==> config.mk <==
export PLATFORM = sky130hd
export DESIGN_NAME = vga_timing_generator_core
export DESIGN_NICKNAME = d
export VERILOG_FILES = /design/src/rtl/vtg_pkg.sv /design/src/rtl/vga_timing_generator_core.sv /design/src/rtl/vtg_counters.sv
export SDC_FILE = /design/constraint.sdc
export NUM_CORES = 1
export LEC_CHECK = 0
export ABC_AREA = 1
export BUFFER_PORTS_ARGS = -buffer_cell sky130_fd_sc_hd__buf_2
export CAP_MARGIN = 20
export CORE_AREA = 2 2 140 142
export CTS_CLUSTER_DIAMETER = 40
export DETAILED_ROUTE_END_ITERATION = 8
export DIE_AREA = 0 0 142 144
export PLACE_DENSITY = 0.75
export SLEW_MARGIN = 10
export SYNTH_ARGS = -nofsm -noshare
export SYNTH_HDL_FRONTEND = slang
export SYNTH_HIERARCHICAL = 1
export SYNTH_SLANG_ARGS = --single-unit
==> constraint.sdc <==
create_clock -name clk_i -period 3.4 [get_ports clk_i]
set_input_delay 0.17 -clock clk_i [delete_from_list [all_inputs] [get_ports clk_i]]
set_output_delay 0.17 -clock clk_i [all_outputs]
set_load 0.03 [all_outputs]
==> src/rtl/vtg_pkg.sv <==
// ----------------------------------------------------------------------------
// vtg_pkg
// Types, constants and the test palette of the video timing generator.
// ----------------------------------------------------------------------------
package vtg_pkg;

  localparam int COUNT_BITS_DEF = 12;
  localparam int CFG_W          = 12;
  localparam int CFG_IDX_W      = 3;
  localparam int COLOUR_W       = 12;
  localparam int PAL_W          = 3;
  localparam int IN_DATA_W      = 16;
  localparam int OUT_DATA_W     = 16;

  // Register indexes on the configuration port.
  localparam logic [CFG_IDX_W-1:0] REG_H_TOTAL        = 3'd0;
  localparam logic [CFG_IDX_W-1:0] REG_V_TOTAL        = 3'd1;
  localparam logic [CFG_IDX_W-1:0] REG_H_PULSE_END    = 3'd2;
  localparam logic [CFG_IDX_W-1:0] REG_V_PULSE_END    = 3'd3;
  localparam logic [CFG_IDX_W-1:0] REG_H_ACTIVE_BEGIN = 3'd4;
  localparam logic [CFG_IDX_W-1:0] REG_H_ACTIVE_END   = 3'd5;
  localparam logic [CFG_IDX_W-1:0] REG_V_ACTIVE_BEGIN = 3'd6;
  localparam logic [CFG_IDX_W-1:0] REG_V_ACTIVE_END   = 3'd7;

  // Reset values: 640x480 at 60 Hz.
  localparam logic [CFG_W-1:0] RST_H_TOTAL        = 12'd800;
  localparam logic [CFG_W-1:0] RST_V_TOTAL        = 12'd525;
  localparam logic [CFG_W-1:0] RST_H_PULSE_END    = 12'd95;
  localparam logic [CFG_W-1:0] RST_V_PULSE_END    = 12'd1;
  localparam logic [CFG_W-1:0] RST_H_ACTIVE_BEGIN = 12'd143;
  localparam logic [CFG_W-1:0] RST_H_ACTIVE_END   = 12'd783;
  localparam logic [CFG_W-1:0] RST_V_ACTIVE_BEGIN = 12'd34;
  localparam logic [CFG_W-1:0] RST_V_ACTIVE_END   = 12'd514;

  typedef struct packed {
    logic [CFG_W-1:0] h_total;
    logic [CFG_W-1:0] v_total;
    logic [CFG_W-1:0] h_pulse_end;
    logic [CFG_W-1:0] v_pulse_end;
    logic [CFG_W-1:0] h_active_begin;
    logic [CFG_W-1:0] h_active_end;
    logic [CFG_W-1:0] v_active_begin;
    logic [CFG_W-1:0] v_active_end;
  } vtg_cfg_t;

  typedef struct packed {
    logic             hsync;
    logic             vsync;
    logic             blank;
    logic             pixel_request;
    logic [PAL_W-1:0] palette_index;
  } vtg_timing_t;

  // Colour bar palette, red in the low nibble.
  function automatic logic [COLOUR_W-1:0] bar_colour(input logic [PAL_W-1:0] idx);
    logic [COLOUR_W-1:0] c;
    case (idx)
      3'd0:    c = 12'hf00;
      3'd1:    c = 12'h0f0;
      3'd2:    c = 12'h00f;
      3'd3:    c = 12'hff0;
      3'd4:    c = 12'h0ff;
      3'd5:    c = 12'hf0f;
      3'd6:    c = 12'h000;
      3'd7:    c = 12'hfff;
      default: c = 12'h000;
    endcase
    return c;
  endfunction

endpackage

==> src/rtl/vga_timing_generator_core.sv <==
// ----------------------------------------------------------------------------
// vga_timing_generator_core
// VGA sync timing generator with colour pass-through and test bars.
// ----------------------------------------------------------------------------
// Every input transaction is one pixel-clock tick and yields exactly one
// output transaction, so the block sustains one pixel per clock cycle while
// the output is not stalled. An input transaction is taken whenever the
// output register is empty or its content is being taken in the same cycle;
// the result then appears on the output in the next cycle. The counters, the
// palette index and the request flag only move on an accepted tick, so any
// stalling on either side leaves the timing unchanged. Configuration
// registers are written directly from the write port and should only be
// changed while no transaction is in flight.
// ----------------------------------------------------------------------------
module vga_timing_generator_core #(
  parameter int CountBits = vtg_pkg::COUNT_BITS_DEF
) (
  input  logic                            clk_i,
  input  logic                            rst_ni,
  // Configuration write port.
  input  logic                            cfg_we_i,
  input  logic [vtg_pkg::CFG_IDX_W-1:0]   cfg_idx_i,
  input  logic [vtg_pkg::CFG_W-1:0]       cfg_data_i,
  // Tick stream in.
  input  logic                            s_axis_tvalid,
  output logic                            s_axis_tready,
  // [11:0] pixel_word, [12] test_mode, [13] sync_clear, [15:14] zero.
  input  logic [vtg_pkg::IN_DATA_W-1:0]   s_axis_tdata,
  // Pixel stream out.
  output logic                            m_axis_tvalid,
  input  logic                            m_axis_tready,
  // [3:0] red, [7:4] green, [11:8] blue, [12] hsync, [13] vsync,
  // [14] blank, [15] pixel_request.
  output logic [vtg_pkg::OUT_DATA_W-1:0]  m_axis_tdata
);
  import vtg_pkg::*;

  vtg_cfg_t    cfg_q;
  vtg_timing_t timing;

  logic                  accept;
  logic [COLOUR_W-1:0]   pixel_word;
  logic                  test_mode;
  logic                  sync_clear;
  logic [COLOUR_W-1:0]   colour;

  logic                  out_valid_q, out_valid_d;
  logic [OUT_DATA_W-1:0] out_data_q, out_data_d;

  // Configuration registers, reset to standard 640x480 timing.
  always_ff @(posedge clk_i or negedge rst_ni) begin
    if (!rst_ni) begin
      cfg_q.h_total        <= RST_H_TOTAL;
      cfg_q.v_total        <= RST_V_TOTAL;
      cfg_q.h_pulse_end    <= RST_H_PULSE_END;
      cfg_q.v_pulse_end    <= RST_V_PULSE_END;
      cfg_q.h_active_begin <= RST_H_ACTIVE_BEGIN;
      cfg_q.h_active_end   <= RST_H_ACTIVE_END;
      cfg_q.v_active_begin <= RST_V_ACTIVE_BEGIN;
      cfg_q.v_active_end   <= RST_V_ACTIVE_END;
    end else if (cfg_we_i) begin
      case (cfg_idx_i)
        REG_H_TOTAL:        cfg_q.h_total        <= cfg_data_i;
        REG_V_TOTAL:        cfg_q.v_total        <= cfg_data_i;
        REG_H_PULSE_END:    cfg_q.h_pulse_end    <= cfg_data_i;
        REG_V_PULSE_END:    cfg_q.v_pulse_end    <= cfg_data_i;
        REG_H_ACTIVE_BEGIN: cfg_q.h_active_begin <= cfg_data_i;
        REG_H_ACTIVE_END:   cfg_q.h_active_end   <= cfg_data_i;
        REG_V_ACTIVE_BEGIN: cfg_q.v_active_begin <= cfg_data_i;
        REG_V_ACTIVE_END:   cfg_q.v_active_end   <= cfg_data_i;
        default: ;
      endcase
    end
  end

  // The output register is refilled in the same cycle it drains.
  assign s_axis_tready = !out_valid_q || m_axis_tready;
  assign accept        = s_axis_tvalid && s_axis_tready;

  assign pixel_word = s_axis_tdata[COLOUR_W-1:0];
  assign test_mode  = s_axis_tdata[COLOUR_W];
  assign sync_clear = s_axis_tdata[COLOUR_W+1];

  vtg_counters #(
    .CountBits (CountBits)
  ) u_counters (
    .clk_i    (clk_i),
    .rst_ni   (rst_ni),
    .step_i   (accept),
    .clear_i  (sync_clear),
    .cfg_i    (cfg_q),
    .timing_o (timing)
  );

  // Test mode draws from the bar palette with the index already updated
  // for this tick.
  assign colour = test_mode ? bar_colour(timing.palette_index) : pixel_word;

  always_comb begin
    out_data_d  = out_data_q;
    out_valid_d = out_valid_q;
    if (accept) begin
      out_data_d  = {timing.pixel_request, timing.blank, timing.vsync, timing.hsync,
                     colour};
      out_valid_d = 1'b1;
    end else if (m_axis_tready) begin
      out_valid_d = 1'b0;
    end
  end

  always_ff @(posedge clk_i or negedge rst_ni) begin
    if (!rst_ni) begin
      out_valid_q <= 1'b0;
    end else begin
      out_valid_q <= out_valid_d;
    end
  end

  always_ff @(posedge clk_i) begin
    out_data_q <= out_data_d;
  end

  assign m_axis_tvalid = out_valid_q;
  assign m_axis_tdata  = out_data_q;

endmodule

==> src/rtl/vtg_counters.sv <==
// ----------------------------------------------------------------------------
// vtg_counters
// Horizontal and vertical counters, palette index and request flag.
// ----------------------------------------------------------------------------
module vtg_counters #(
  parameter int CountBits = vtg_pkg::COUNT_BITS_DEF
) (
  input  logic                 clk_i,
  input  logic                 rst_ni,
  input  logic                 step_i,
  input  logic                 clear_i,
  input  vtg_pkg::vtg_cfg_t    cfg_i,
  output vtg_pkg::vtg_timing_t timing_o
);
  import vtg_pkg::*;

  // Comparisons run one bit wider than either operand so count+1 never wraps.
  localparam int CmpW = ((CountBits > CFG_W) ? CountBits : CFG_W) + 1;

  logic [CountBits-1:0] h_count_q, h_count_d;
  logic [CountBits-1:0] v_count_q, v_count_d;
  logic [PAL_W-1:0]     pal_q, pal_d;
  logic                 req_q, req_d;

  logic [CmpW-1:0] h_ext, v_ext, h_ahead, v_ahead;
  logic            line_end;

  always_comb begin
    h_ext   = CmpW'(h_count_q);
    v_ext   = CmpW'(v_count_q);
    h_ahead = h_ext + CmpW'(1);
    v_ahead = v_ext + CmpW'(1);

    // Palette steps at the first active pixel of every 32nd line.
    if (clear_i) begin
      pal_d = '0;
    end else if ((v_count_q[4:0] == 5'd0) && (h_ext == CmpW'(cfg_i.h_active_begin)) &&
                 req_q) begin
      pal_d = pal_q + PAL_W'(1);
    end else begin
      pal_d = pal_q;
    end

    req_d = (h_ahead >= CmpW'(cfg_i.h_active_begin)) &&
            (h_ahead <= CmpW'(cfg_i.h_active_end)) &&
            (v_ahead >= CmpW'(cfg_i.v_active_begin)) &&
            (v_ahead <= CmpW'(cfg_i.v_active_end));

    line_end = (h_ahead >= CmpW'(cfg_i.h_total));
    if (clear_i) begin
      h_count_d = '0;
      v_count_d = '0;
    end else if (line_end) begin
      h_count_d = '0;
      v_count_d = (v_ahead >= CmpW'(cfg_i.v_total)) ? '0 : v_ahead[CountBits-1:0];
    end else begin
      h_count_d = h_ahead[CountBits-1:0];
      v_count_d = v_count_q;
    end

    timing_o.hsync         = (h_ext > CmpW'(cfg_i.h_pulse_end));
    timing_o.vsync         = (v_ext > CmpW'(cfg_i.v_pulse_end));
    timing_o.blank         = !clear_i && req_q;
    timing_o.pixel_request = req_d;
    timing_o.palette_index = pal_d;
  end

  always_ff @(posedge clk_i or negedge rst_ni) begin
    if (!rst_ni) begin
      h_count_q <= '0;
      v_count_q <= '0;
      pal_q     <= '0;
      req_q     <= 1'b0;
    end else if (step_i) begin
      h_count_q <= h_count_d;
      v_count_q <= v_count_d;
      pal_q     <= pal_d;
      req_q     <= req_d;
    end
  end

endmodule

==> flow_summary.toml, run 1 <==
[outcome]
status = "completed"

[drt]
post_drt_via_cell_ratio = 5.19
ant_nets = 0
drt_first_pass_iters = 5
routed_wirelength_um = 24300
route.detailed.wl_per_inst_um = 15.7
detailroute.via_count = 8067
drt_first_iter_violations = 643
drc = 0

[logic_synthesis]
synth-seq-cells = 141
synth.area.mux_share_pct = 0
avgSynthCellArea_um2 = 7.41
share_of_synthesized_registers_carrying_an_async_set_or_reset_pct = 88.7
post-synth-top-area-fraction_pct = 25.8
yosys.area_share.xor_xnor_pct = 1.50
synth.net_count = 1396
synth_simple_gate_area_share_pct = 30.8
yosys.area.top_type = "dfrtp_1"
synth_fa_ha_area_share_pct = 13.8
yosys_warning_count = 6
synth_cell_types = 40
synth_top_family_by_area = "simple AND/OR/NAND/NOR gates"
yosys_most_used_dff = "dfrtp_1"
synth_edf_count = 16
synth_compound_gate_area_share_pct = 4.76
area_of_the_mapped_netlist_um2 = 9310
yosysSeqAreaShare_pct = 39.1
synthesis.instances = 1257
synth.top_cells.by_area = "dfrtp_1 (26%), nand2_1 (20%), ha_1 (14%), dfstp_2 (8.2%), inv_1 (7.3%)"

[clock_network]
cts_resized = 0
numCtsBuffers = 17
clk_path_buf_depth = 2
htree_levels = 4
cts_root_buffer = "clkbuf_16"
clock_insertion_delay_worst_skew_ns = 0.43
tritoncts = "built"
clock_sinks = 141
cts.reportedPaths.clkPinSlew_ns = 0.06

[power]
p_switching_mw = 1.89
intPower_mw = 3.56
net_sw_share_pct = 34.7
vdd_ir_drop_max_mv = 0.391
power-per-cell-area_nw_per_um2 = 526
fin_total_pwr_mw = 5.44
seq_pwr_share_pct = 39.9
leakagePower_nw = 5.78
share_comb_of_total_power_pct = 28.0
clock_power_share_pct = 32.2

[floorplan]
floorplan.die.height_um = 144
ioPinCount = 54
core-area_um2 = 19100
die_x_um = 142
dieArea_um2 = 20400
fp-row-count = 51
initial_core_util_pct = 48.8

[critical_path]
regToRegSetupSlack_ns = 0.30
crit_type = "flop to flop"
cpMostUsedCell = "nand2_1"
critical_path.startpoint_type = "flop"
crit_arrival_ns = 3.39
worst_path_dominant_cell_family = "simple AND/OR/NAND/NOR gates"
critical_path_buf_inv_count = 2
critical_path.max_fanout = 8
worstPathCellList = "nand3_1, nor2_1, nand2_1, o21ai_0, inv_1, ha_1, nand2_1, nor2_1, nand2_1, nor3_1, nor2_1, nand2_1, nand2_1, nand2_2, buf_4, o22ai_1"
rr_startpoint = "u_counters/h_count_q[0]"
cp.required_ns = 3.69
crit_path_max_incr_delay_ns = 0.54
crit_path_end_kind = "flop"
worstSetupStartpoint = "u_counters/h_count_q[0]"
crit_slowest_cell = "dfrtp_1"

[worst_hold_path]
hold_class = "input port to flop"
worst_hold_startpoint = "s_axis_tdata[2]"

[placement]
hpwl_after_detailed_placement_um = 16900
dp_cells = 1518
port-buffer-count = 51
place_congestion = 0.944

[grt]
track_usage_pct = 24.8
grt_pass1_vias = 7683
grt_overflow = 0
global_route_wire_length_before_repair_um = 39000
maximum_number_of_pins_on_one_net_before_global_route_repair = 72
grt_antenna_before_repair = 0

[sta]
rsz0062_at_grt = "false"
timing_worst_slew_pin_value_ns = 0.811
period_needed_ns = 3.10
max_freq_mhz = 322
clock_skew_ns = 0.00939
timing.setup.tns_ns = 0
finalHoldViolCount = 0
timing.final.max_slew_violations = 0
max-slew-margin-rel_pct = 45.7
setup-violations-final = 0
hold_slack_ns = 0.0159
post-route-period-util_pct = 91.2

[layout]
fraction_of_final_layout_cells_with_drive_strength_greater_than_1_pct = 11.0
final-instance-count-excl-fill = 1553
multiInputGateArea_um2 = 4750
area.growth.synth_to_final_pct = 11.0
finalNetCount = 1441
num_antenna_cells = 0
area.sequential_um2 = 3640
filler_cell_count = 1808

[job]
cap_viol_max_count = 0
[timing repair]
action / in CTS / in global routing
setup buffers: 0 / 0
endpoints found under the hold margin: 43 / 0
hold buffers: 3 / 0
[state kept, by name (all words and copies together) (netlist names)]
| register | flops |
|---|---|
| u_counters/pal_q | 3 |
| m_axis_tdata | 16 |
| u_counters/h_count_q | 12 |
| m_axis_tvalid | 1 |
| u_counters/v_count_q | 12 |
| u_counters/req_q | 1 |
| cfg_q | 96 |
[path summary, 6_finish.rpt]
check	endpoint	cells after the start
hold / removal	m_axis_tdata[2]	3
hold reg to reg	cfg_q[92]	2
setup reg to reg	u_counters/h_count_q[1]	16
min in group asynchronous	cfg_q[87]	2
setup / recovery	u_counters/h_count_q[1]	16
max in group asynchronous	cfg_q[9]	3
[cells in the mapped netlist (4+ instances only)]
| library cell | count |
|---|---|
| dfstp_2 | 29 |
| nor3_1 | 15 |
| buf_2 | 29 |
| nand3_1 | 73 |
| o21ai_0 | 19 |
| o22ai_1 | 9 |
| nor2_1 | 79 |
| inv_1 | 182 |
| a21o_1 | 4 |
| o21bai_1 | 6 |
| nor2_4 | 5 |
| edfxtp_1 | 16 |
| nand2_1 | 485 |
| clkbuf_1 | 5 |
| a21oi_1 | 33 |
| nand4_1 | 17 |
| xor2_1 | 15 |
| nor2_2 | 5 |
| buf_4 | 6 |
| ha_1 | 103 |
| dfrtp_1 | 96 |
[routing by layer]
| layer | vias to the layer above | track usage (%) | share of wire [%] |
|---|---|---|---|
| li1 | 4014 | - | - |
| met1 | 3762 | 32.2 | 44 |
| met2 | 247 | 41.8 | 47 |
| met3 | 44 | 4.64 | 6.3 |
| met4 | 0 | 8.58 | 2.4 |
| met5 | - | 0 | 0 |
[kinds of logic (layout without fill, tap and decap cells)]
family,Yosys count,in the layout
AOI/OAI and AO/OA,78,78
and+or+nand+nor,692,692
buffers and inverters,227,285
xor gates and xnor gates,16,16
DFF,141,141
adders and majority gates,103,103
[worst register-to-register path, delay by kind of cell, from the launching register on]
| kind | cells | cell delay (ns) |
|---|---|---|
| buf+inv | 2 | 0.33 |
| simple gates | 11 | 1.46 |
| compound gates | 2 | 0.37 |
| fa+ha+maj | 1 | 0.29 |
| flops | 1 | 0.54 |
[placed cells by master (no fill, tap or decap), types with 3 or more instances in the layout]
cell,count
dfstp_2,29
a21o_1,4
nor2_1,79
ha_1,103
inv_2,3
inv_6,3
edfxtp_1,16
nand2_1,485
dfrtp_1,96
nor2_4,5
nor3_1,15
o21ai_0,19
o22ai_1,9
inv_1,182
o21bai_1,6
buf_4,14
nand3_1,73
clkbuf_16,17
a21oi_1,32
nor2_2,5
nand2_2,3
nand4_1,17
dlygate4sd3_1,3
clkinvlp_4,5
buf_2,50
xor2_1,15
[power groups by stage]
stage	Combinational, mW	Sequential, mW	Clock (mW)
floorplan	1.05	2.18	0
global placement	1.44	2.18	0
detailed placement	1.48	2.19	0
CTS	1.50	2.17	1.79
global route	1.74	2.20	1.85
finish	1.52	2.17	1.75
[metrics by stage]
step	worst slack (ns)	util, %	area (um2)
3_3_place_gp	0.420	51.2	9760
2_1_floorplan	0.769	-	9310
4_1_cts	0.345	54.2	10300
6_report	0.298	54.2	10300
3_5_place_dp	0.385	51.2	9760
5_1_grt	0.0709	54.2	10300
[area by class of cell]
type | count | share of cell area (%)
Inverter | 185 | 6.72
Sequential cell | 141 | 35.2
Clock buffer | 18 | 4.15
Tap cell | 238 | 2.88
Multi-Input combinational cell | 889 | 45.9
Clock inverter | 14 | 1.16
Timing Repair Buffer | 68 | 3.92
Note: power is estimated with default switching activity, not from simulation.
==> run 2: changes to the inputs <==
--- a/config.mk
+++ b/config.mk
@@ -8,10 +8,10 @@
 export ABC_AREA = 1
 export BUFFER_PORTS_ARGS = -buffer_cell sky130_fd_sc_hd__buf_2
 export CAP_MARGIN = 20
-export CORE_AREA = 2 2 140 142
+export CORE_AREA = 2 2 180 111
 export CTS_CLUSTER_DIAMETER = 40
 export DETAILED_ROUTE_END_ITERATION = 8
-export DIE_AREA = 0 0 142 144
+export DIE_AREA = 0 0 182 113
 export PLACE_DENSITY = 0.75
 export SLEW_MARGIN = 10
 export SYNTH_ARGS = -nofsm -noshare
==> run 2 against run 1 <==
Compared with the run above: sequential share of layout area about the same; fmax down 1.0%; highest routed layer unchanged; cell area up 0.15%; routed wire length up 8.4%; largest power group unchanged; via count up 2.8%.
==> flow_summary.toml, run 2 (synthesis gave the netlist of run 1 again) <==
[sta]
period_needed_ns = 3.13
max-slew-margin-rel_pct = 30.7
finalHoldViolCount = 0
timing.final.max_slew_violations = 0
timing.setup.tns_ns = 0
post-route-period-util_pct = 92.2
clock_skew_ns = 0.0113
rsz0062_at_grt = "false"
timing_worst_slew_pin_value_ns = 1.04
setup-violations-final = 0
max_freq_mhz = 319

[drt]
drt_first_iter_violations = 805
routed_wirelength_um = 26400
route.detailed.wl_per_inst_um = 16.9
detailroute.via_count = 8294
drt_first_pass_iters = 5
post_drt_via_cell_ratio = 5.32
ant_nets = 0
drc = 0

[layout]
area.growth.synth_to_final_pct = 11.2
num_antenna_cells = 0
finalNetCount = 1439
largest_reg_flops = 96
layout.cells.most_common_list = "nand2_1 (484), inv_1 (182), ha_1 (103), dfrtp_1 (95), nor2_1 (79)"
most_common_cell_after_layout_fill_and_taps_aside = "nand2_1"
largest-register = "cfg_q"
final-instance-count-excl-fill = 1559
fraction_of_final_layout_cells_with_drive_strength_greater_than_1_pct = 10.6
filler_cell_count = 1800

[floorplan]
die_x_um = 182
floorplan.die.height_um = 113
dieArea_um2 = 20600
ioPinCount = 54
initial_core_util_pct = 49.4
core-area_um2 = 18800
fp-row-count = 39

[grt]
grt_overflow = 0
global_route_wire_length_before_repair_um = 42200
grt_antenna_before_repair = 0
grt_pass1_vias = 7705
track_usage_pct = 27.0
maximum_number_of_pins_on_one_net_before_global_route_repair = 66

[critical_path]
critical_path.startpoint_type = "flop"
critical_path.max_fanout = 5
crit_arrival_ns = 3.32
regToRegSetupSlack_ns = 0.27
crit_path_end_kind = "flop"
rr_endpoint = "m_axis_tdata[15]"
worst_r2r_path_depth = 14
cp.required_ns = 3.59
rr_startpoint = "u_counters/v_count_q[1]"
crit_type = "flop to flop"

[power]
vdd_ir_drop_max_mv = 0.352
leakagePower_nw = 5.79
power-per-cell-area_nw_per_um2 = 537

[worst_hold_path]
worstHoldPathCells = 3
worst_hold_startpoint = "s_axis_tdata[2]"
hold-path-endpoint = "m_axis_tdata[2]"
hold_class = "input port to flop"

[placement]
dp_cells = 1521
hpwl_after_detailed_placement_um = 19400
place_congestion = 0.925
port-buffer-count = 51

[clock_network]
clock_sinks = 141
cts_root_buffer = "clkbuf_16"
cts.reportedPaths.clkPinSlew_ns = 0.07
post-cts-setup-buffers = 0
clock_insertion_delay_worst_skew_ns = 0.43
htree_levels = 4
tritoncts = "built"
numCtsBuffers = 17
clk_path_buf_depth = 2

[job]
cap_viol_max_count = 0

[outcome]
status = "completed"
## run 2: routing by layer
metal  GRT usage [%]  vias up  wire length, um
li1                -     4019                -
met1            42.3     3913            13100
met2            36.8      337            10500
met3            6.69       25             2460
met4            6.77        0              307
met5               0        -                0
## run 2: how the worst max path moves through the flow
stage | cells after the start | endpoint | start
floorplan | 15 | m_axis_tdata[15] | u_counters/v_count_q[0]
global placement | 16 | u_counters/h_count_q[10] | u_counters/h_count_q[0]
detailed placement | 16 | u_counters/h_count_q[11] | u_counters/h_count_q[0]
CTS | 16 | u_counters/h_count_q[11] | u_counters/h_count_q[0]
global route | 18 | u_counters/v_count_q[4] | u_counters/h_count_q[2]
finish | 14 | m_axis_tdata[15] | u_counters/v_count_q[1]
## run 2: critical path, stage by stage, from the launching register on
cell and delay (ns):
dfrtp_1 0.45, ha_1 0.22, nand2_1 0.08, nor2_2 0.20
nand2_1 0.16, nor2_1 0.15, xor2_1 0.41, ha_1 0.33
a21oi_1 0.13, nor2_1 0.05, nor3_1 0.17, nand2_1 0.08
nor2_1 0.20, nor2_1 0.09, and2_1 0.16
## run 2: per-stage QoR
stage          hold slack, ns  utilization, %  total power, mW  setup slack (ns)  cell area [um2]
2_1_floorplan          -0.126               -             3.23             0.769             9310
3_3_place_gp            0.324            51.7             3.63             0.413             9730
3_5_place_dp            0.321            51.7             3.69             0.299             9730
4_1_cts              0.000144            55.0             5.54             0.291            10400
5_1_grt                0.0188            55.0             5.91            0.0408            10400
6_report               0.0123            55.0             5.56             0.266            10400
## run 2: power by group
group | total (mW) | internal, mW | switching, mW
logic | 1.55 | 0.542 | 1.01
clock network | 1.83 | 1.08 | 0.751
registers | 2.18 | 2.00 | 0.177
total | 5.56 | 3.62 | 1.94
## run 2: final cells by class
class	instances	area [um2]	area share, %
Clock buffer	21	440	4.25
Sequential cell	141	3650	35.2
Clock inverter	11	118	1.14
Inverter	185	694	6.71
Multi-Input combinational cell	889	4750	45.9
Tap cell	246	308	2.97
Timing Repair Buffer	66	398	3.84
## run 2: repair_timing
| action | 4_1_cts | 5_1_grt |
|---|---|---|
| setup endpoints to repair | 0 | 12 |
| hold buffers | 6 | 0 |
| resized for setup | 0 | 2 |
| hold endpoints to repair | 59 | 0 |
